`src/rtl/core/adg_sqrt_pipe.sv`:
```
`timescale 1ns / 1ps
// ----------------------------------------------------------------------------
// adg_sqrt_pipe
// Pipelined integer square root, one root bit per stage, with a sideband.
// ----------------------------------------------------------------------------
module adg_sqrt_pipe #(
	parameter int VW = 48,
	parameter int SW = 1
) (
	input  logic                    clk,
	input  logic                    arst_n,
	input  logic                    en,
	input  logic                    in_valid,
	input  logic [VW-1:0]           in_value,
	input  logic [SW-1:0]           in_side,
	output logic                    out_valid,
	output logic [(VW+1)/2-1:0]     out_root,
	output logic [SW-1:0]           out_side
);
	localparam int R   = (VW + 1) / 2;
	localparam int VP  = 2 * R;
	localparam int RMW = R + 3;

	logic [VP-1:0]  val_s  [R];
	logic [RMW-1:0] rem_s  [R];
	logic [R-1:0]   root_s [R];
	logic [SW-1:0]  side_s [R];
	logic           vld_s  [R];

	for (genvar k = 0; k < R; k++) begin : g_stage
		logic [VP-1:0]  cur_val;
		logic [RMW-1:0] cur_rem;
		logic [R-1:0]   cur_root;
		logic [SW-1:0]  cur_side;
		logic           cur_vld;
		logic [RMW-1:0] rem_sh;
		logic [RMW-1:0] trial;
		logic           ge;

		if (k == 0) begin : g_first
			assign cur_val  = VP'(in_value);
			assign cur_rem  = '0;
			assign cur_root = '0;
			assign cur_side = in_side;
			assign cur_vld  = in_valid;
		end else begin : g_next
			assign cur_val  = val_s[k-1];
			assign cur_rem  = rem_s[k-1];
			assign cur_root = root_s[k-1];
			assign cur_side = side_s[k-1];
			assign cur_vld  = vld_s[k-1];
		end

		// bring down two radicand bits, try root*4+1
		assign rem_sh = {cur_rem[RMW-3:0], cur_val[VP-1 -: 2]};
		assign trial  = RMW'({cur_root, 2'b01});
		assign ge     = rem_sh >= trial;

		always_ff @(posedge clk or negedge arst_n) begin
			if (!arst_n) begin
				vld_s[k] <= 1'b0;
			end else if (en) begin
				vld_s[k] <= cur_vld;
			end
		end

		always_ff @(posedge clk) begin
			if (en) begin
				val_s[k]  <= {cur_val[VP-3:0], 2'b00};
				rem_s[k]  <= ge ? rem_sh - trial : rem_sh;
				root_s[k] <= {cur_root[R-2:0], ge};
				side_s[k] <= cur_side;
			end
		end
	end

	assign out_valid = vld_s[R-1];
	assign out_root  = root_s[R-1];
	assign out_side  = side_s[R-1];

endmodule

```
`config.mk`:
```
export PLATFORM = sky130hd
export DESIGN_NAME = adg_sqrt_pipe
export DESIGN_NICKNAME = d
export VERILOG_FILES = /design/src/rtl/core/adg_sqrt_pipe.sv
export SDC_FILE = /design/constraint.sdc
export NUM_CORES = 2
export LEC_CHECK = 0
export ABC_AREA = 1
export BUFFER_PORTS_ARGS = -buffer_cell sky130_fd_sc_hd__buf_4
export CAP_MARGIN = 30
export CORE_UTILIZATION = 50
export DETAILED_ROUTE_END_ITERATION = 7
export PLACE_DENSITY = 0.79
export SLEW_MARGIN = 20
export SYNTH_ARGS = -nofsm -noshare
export SYNTH_HDL_FRONTEND = slang
export SYNTH_SLANG_ARGS = --single-unit
```
`constraint.sdc`:
```
create_clock -name clk -period 2.1 [get_ports clk]
set_input_delay 0.105 -clock clk [delete_from_list [all_inputs] [get_ports clk]]
set_output_delay 0.105 -clock clk [all_outputs]
set_load 0.01 [all_outputs]
```
==> run_results.csv <==
group,metric,value,unit
timing,slew_headroom,60.23,%
timing,hold_viol,0,
cells_and_area,layout_common_cells,"nand2_1 (2308), buf_4 (1799), edfxtp_1 (1418), inv_1 (1310), nand2_2 (582)",
placed_design,placed_area,91790,sq um
clock_tree,root_buffer,"clkbuf_16",
pwr,power.density,859.7,nW/um^2
logic_synthesis,synth_nets,9339,
global_routing,grt_antenna_before_repair,7,
die,io_pins,79,
cells_and_area,area_growth,45.14,%
timing,fin_ws,-0.3975,ns
cells_and_area,finalInstanceArea,113700,sq um
clock_tree,cts_max_path_buffers,3,
logic_synthesis,synth-seq-area-share,55.11,%
placed_design,preCtsSetupSlack,-0.6269,ns
worst_setup_path,required,2.64,ns
status,violations,"negative setup slack",
clock_tree,cts_tree,"built",
cells_and_area,nets,11540,
job,maxCapViolCount,0,
die,coreArea,154800,sq um
routing,wl,265.5,mm
logic_synthesis,synth.area.top_cells,"edfxtp_1 (54%), nand2_1 (15%), inv_1 (7.6%)",
routing,first_iter_violations,7499,
timing,hold_slack,0.03100,ns
worst_setup_path,cp_slowest_cell,"edfxtp_1",
cells_and_area,layout-drive-gt1-share,38.11,%
global_routing,grt_pass1_vias,67590,
logic_synthesis,ys_types,53,
placed_design,io_buffers,78,
clock_tree,cts.clk_slew.worst_paths,0.06,ns
logic_synthesis,synth_cells,8961,
timing,min_period,2.498,ns
logic_synthesis,yosysTopAreaCellShare,54.35,%
global_routing,grt.total_usage,28.90,%
worst_setup_path,ff2ff_setup_slack,-0.40,ns
worst_setup_path,slowest_delay,0.71,ns
die,die_h,397.9,microns
routing,wl_per_cell,19.92,microns
worst_setup_path,cp_num_buf_inv,4,
routing,drc,0,
worst_setup_path,critPathMaxFanout,8,
logic_synthesis,ys_ff_latch,1442,
timing,fmax,0.4004,GHz
worst_setup_path,setup.worst_path.start_class,"flip-flop",
timing,layout_worst_path_cycle_share,118.9,%
logic_synthesis,synthFlopType,"edfxtp_1",
timing,finalSetupViolCount,395,
die,fp-row-count,144,
routing,vias,72630,
timing,fin_skew,0.06563,ns
worst_setup_path,crit_type,"flip-flop to flip-flop",
logic_synthesis,yosys_warnings,0,
clock_tree,clk_latency,0.85,ns
routing,ant_nets,0,
timing,rsz0062_at_grt,"true",
timing,maxSlewViolCount,0,
logic_synthesis,ys_async_sr_fraction,1.664,%
cells_and_area,layout_commonest_cell,"nand2_1",
logic_synthesis,synth_edf_count,1418,
logic_synthesis,netlist_area,78350,sq um
global_routing,grt_max_degree,84,
routing,dr.pass1.iters,7,
global_routing,overflow,0,
worst_setup_path,cp_top_family,"simple AND/OR/NAND/NOR gates",
logic_synthesis,synth.avg_cell_area,8.743,sq um
placed_design,gp_congestion,0.9709,
clock_tree,numCtsBuffers,152,
clock_tree,htree_levels,4,
worst_setup_path,crit_chain,"inv_2, ha_4, inv_4, nor2_4, nand2_2, buf_6, nor2_4, nand2_4, nand2_8, clkinv_8, nand2_1, nand2_2",
clock_tree,clock-sinks,1442,
die,initial_core_util,50.62,%
placed_design,dp.final_hpwl,164.2,mm
worst_hold_path,hold_class,"primary input to flip-flop",
die,die_x,397.9,microns
status,status,"finished, violations left",
pwr,leakagePower,0.05174,uW
worst_setup_path,critPathArrivalTime,3.04,ns
global_routing,grt_pass1_wl,358.2,mm
cells_and_area,utilization,73.47,%
routing,viasPerCell,5.450,
logic_synthesis,yosysTopAreaCell,"edfxtp_1",
die,dieArea,158300,sq um
pwr,vdd_ir_drop_max,889.9,uV
worst_setup_path,crit_path_end_kind,"flip-flop",
timing,tightest_slew,0.5965,ns
==> cells by family (layout without fill, tap and decap cells) <==
group	after synthesis	in the layout	share of synthesized area (%)
XOR/XNOR	203	203	2.269
buffers and inverters	1675	3992	8.483
multiplexers	2	2	0.02874
other	1	3	0.004786
adder cells (fa/ha/maj)	325	325	5.190
flip-flops	1442	1442	55.11
AO/OA/AOI/OAI	537	539	3.713
AND/OR/NAND/NOR	4776	4778	25.20
==> layer usage <==
layer  global-route usage [%]  vias to the layer above  wire length (microns)  part of all wire, %
li1                         -                    33280                      -                    -
met1                    34.22                    34000                  95090                   36
met2                    50.03                     3941                 128200                   48
met3                    3.813                     1405                  20520                  7.7
met4                    17.35                       10                  21650                  8.2
met5                        0                        -                     59                0.022
==> per-stage QoR <==
step / std cells / power, uW / setup TNS, ns
3_5_place_dp: 12390 / 59520 / -68.29
6_report: 13330 / 97760 / -44.18
5_1_grt: 13330 / 101400 / -69.87
3_3_place_gp: 12390 / 59060 / -56.87
2_1_floorplan: 8961 / 48630 / 0
4_1_cts: 12980 / 91610 / -3.094
==> cells in the mapped netlist, types with 4 or more instances <==
cell / number
xnor2_1: 65
nand2_4: 4
clkbuf_1: 7
and2_1: 10
buf_6: 33
o21ai_1: 26
a21oi_1: 295
and3_1: 5
o21ai_0: 149
nor2_1: 729
inv_1: 1578
nand2_1: 3112
nor3_1: 72
buf_4: 21
xor2_1: 138
nand3_1: 527
nand2_2: 11
o21ai_2: 11
nor4_1: 4
edfxtp_1: 1418
nand3b_1: 82
inv_2: 15
a21oi_2: 27
inv_4: 5
nor2_4: 6
nand3_2: 9
buf_2: 14
or2_2: 16
nor2_2: 43
dfrtp_1: 24
o21bai_1: 14
o211ai_1: 4
ha_1: 325
nand4_1: 134
==> registers in the layout, summed over array words and instances (netlist names) <==
register / count
side_s: 24
g_stage.cur_vld: 23
out_valid: 1
rem_s: 542
root_s: 300
val_s: 552
==> worst reg2reg max path: cells and delay by family (launching register included) <==
| family | cells | cell delay [ns] |
|---|---|---|
| DFF | 1 | 0.71 |
| and+or+nand+nor | 7 | 0.79 |
| buffers and inverters | 4 | 0.38 |
| adders and majority gates | 1 | 0.33 |
==> layout make-up <==
class / instances / area, sq um
diodes: 2 / 5.005
clock buffers: 177 / 3949
clock inverters: 102 / 1436
fillers: 9739 / 41060
inverters: 1598 / 6202
multi-input cells: 5848 / 38250
flip-flops and latches: 1442 / 43180
well taps: 2044 / 2557
repair buffers: 2095 / 17830
repair inverters: 20 / 297.8
==> timing repair <==
action | CTS | global route
buffers inserted | 205 | 339
setup endpoints to repair | 471 | 537
resized for setup | 911 | 1793
gates cloned | 32 | 29
hold endpoints to repair | 329 | 24
pin swaps | 222 | 601
hold buffers | 91 | 1
==> report_power, final <==
group          internal [uW]  switching [uW]  leakage, uW
Sequential             35400            2640       0.0139
Combinational          13900           16800       0.0353
Clock                  16700           12400      0.00259
==> final timing paths <==
kind | from | end | cells after the start
worst max-delay path | root_s[1][183]$_DFFE_PP_ | rem_s[2][17]$_DFFE_PP_ | 12
worst min-delay path | in_value[9] | val_s[0][9]$_DFFE_PP_ | 2
worst max register to register | root_s[1][183]$_DFFE_PP_ | rem_s[2][17]$_DFFE_PP_ | 12
worst min register to register | side_s[2][2]$_DFFE_PP_ | side_s[2][3]$_DFFE_PP_ | 0
max in group asynchronous | arst_n | g_stage[14].cur_vld$_DFFE_PN0P_ | 4
min in group asynchronous | arst_n | out_valid$_DFFE_PN0P_ | 4
Power figures use the tool's default switching activity.
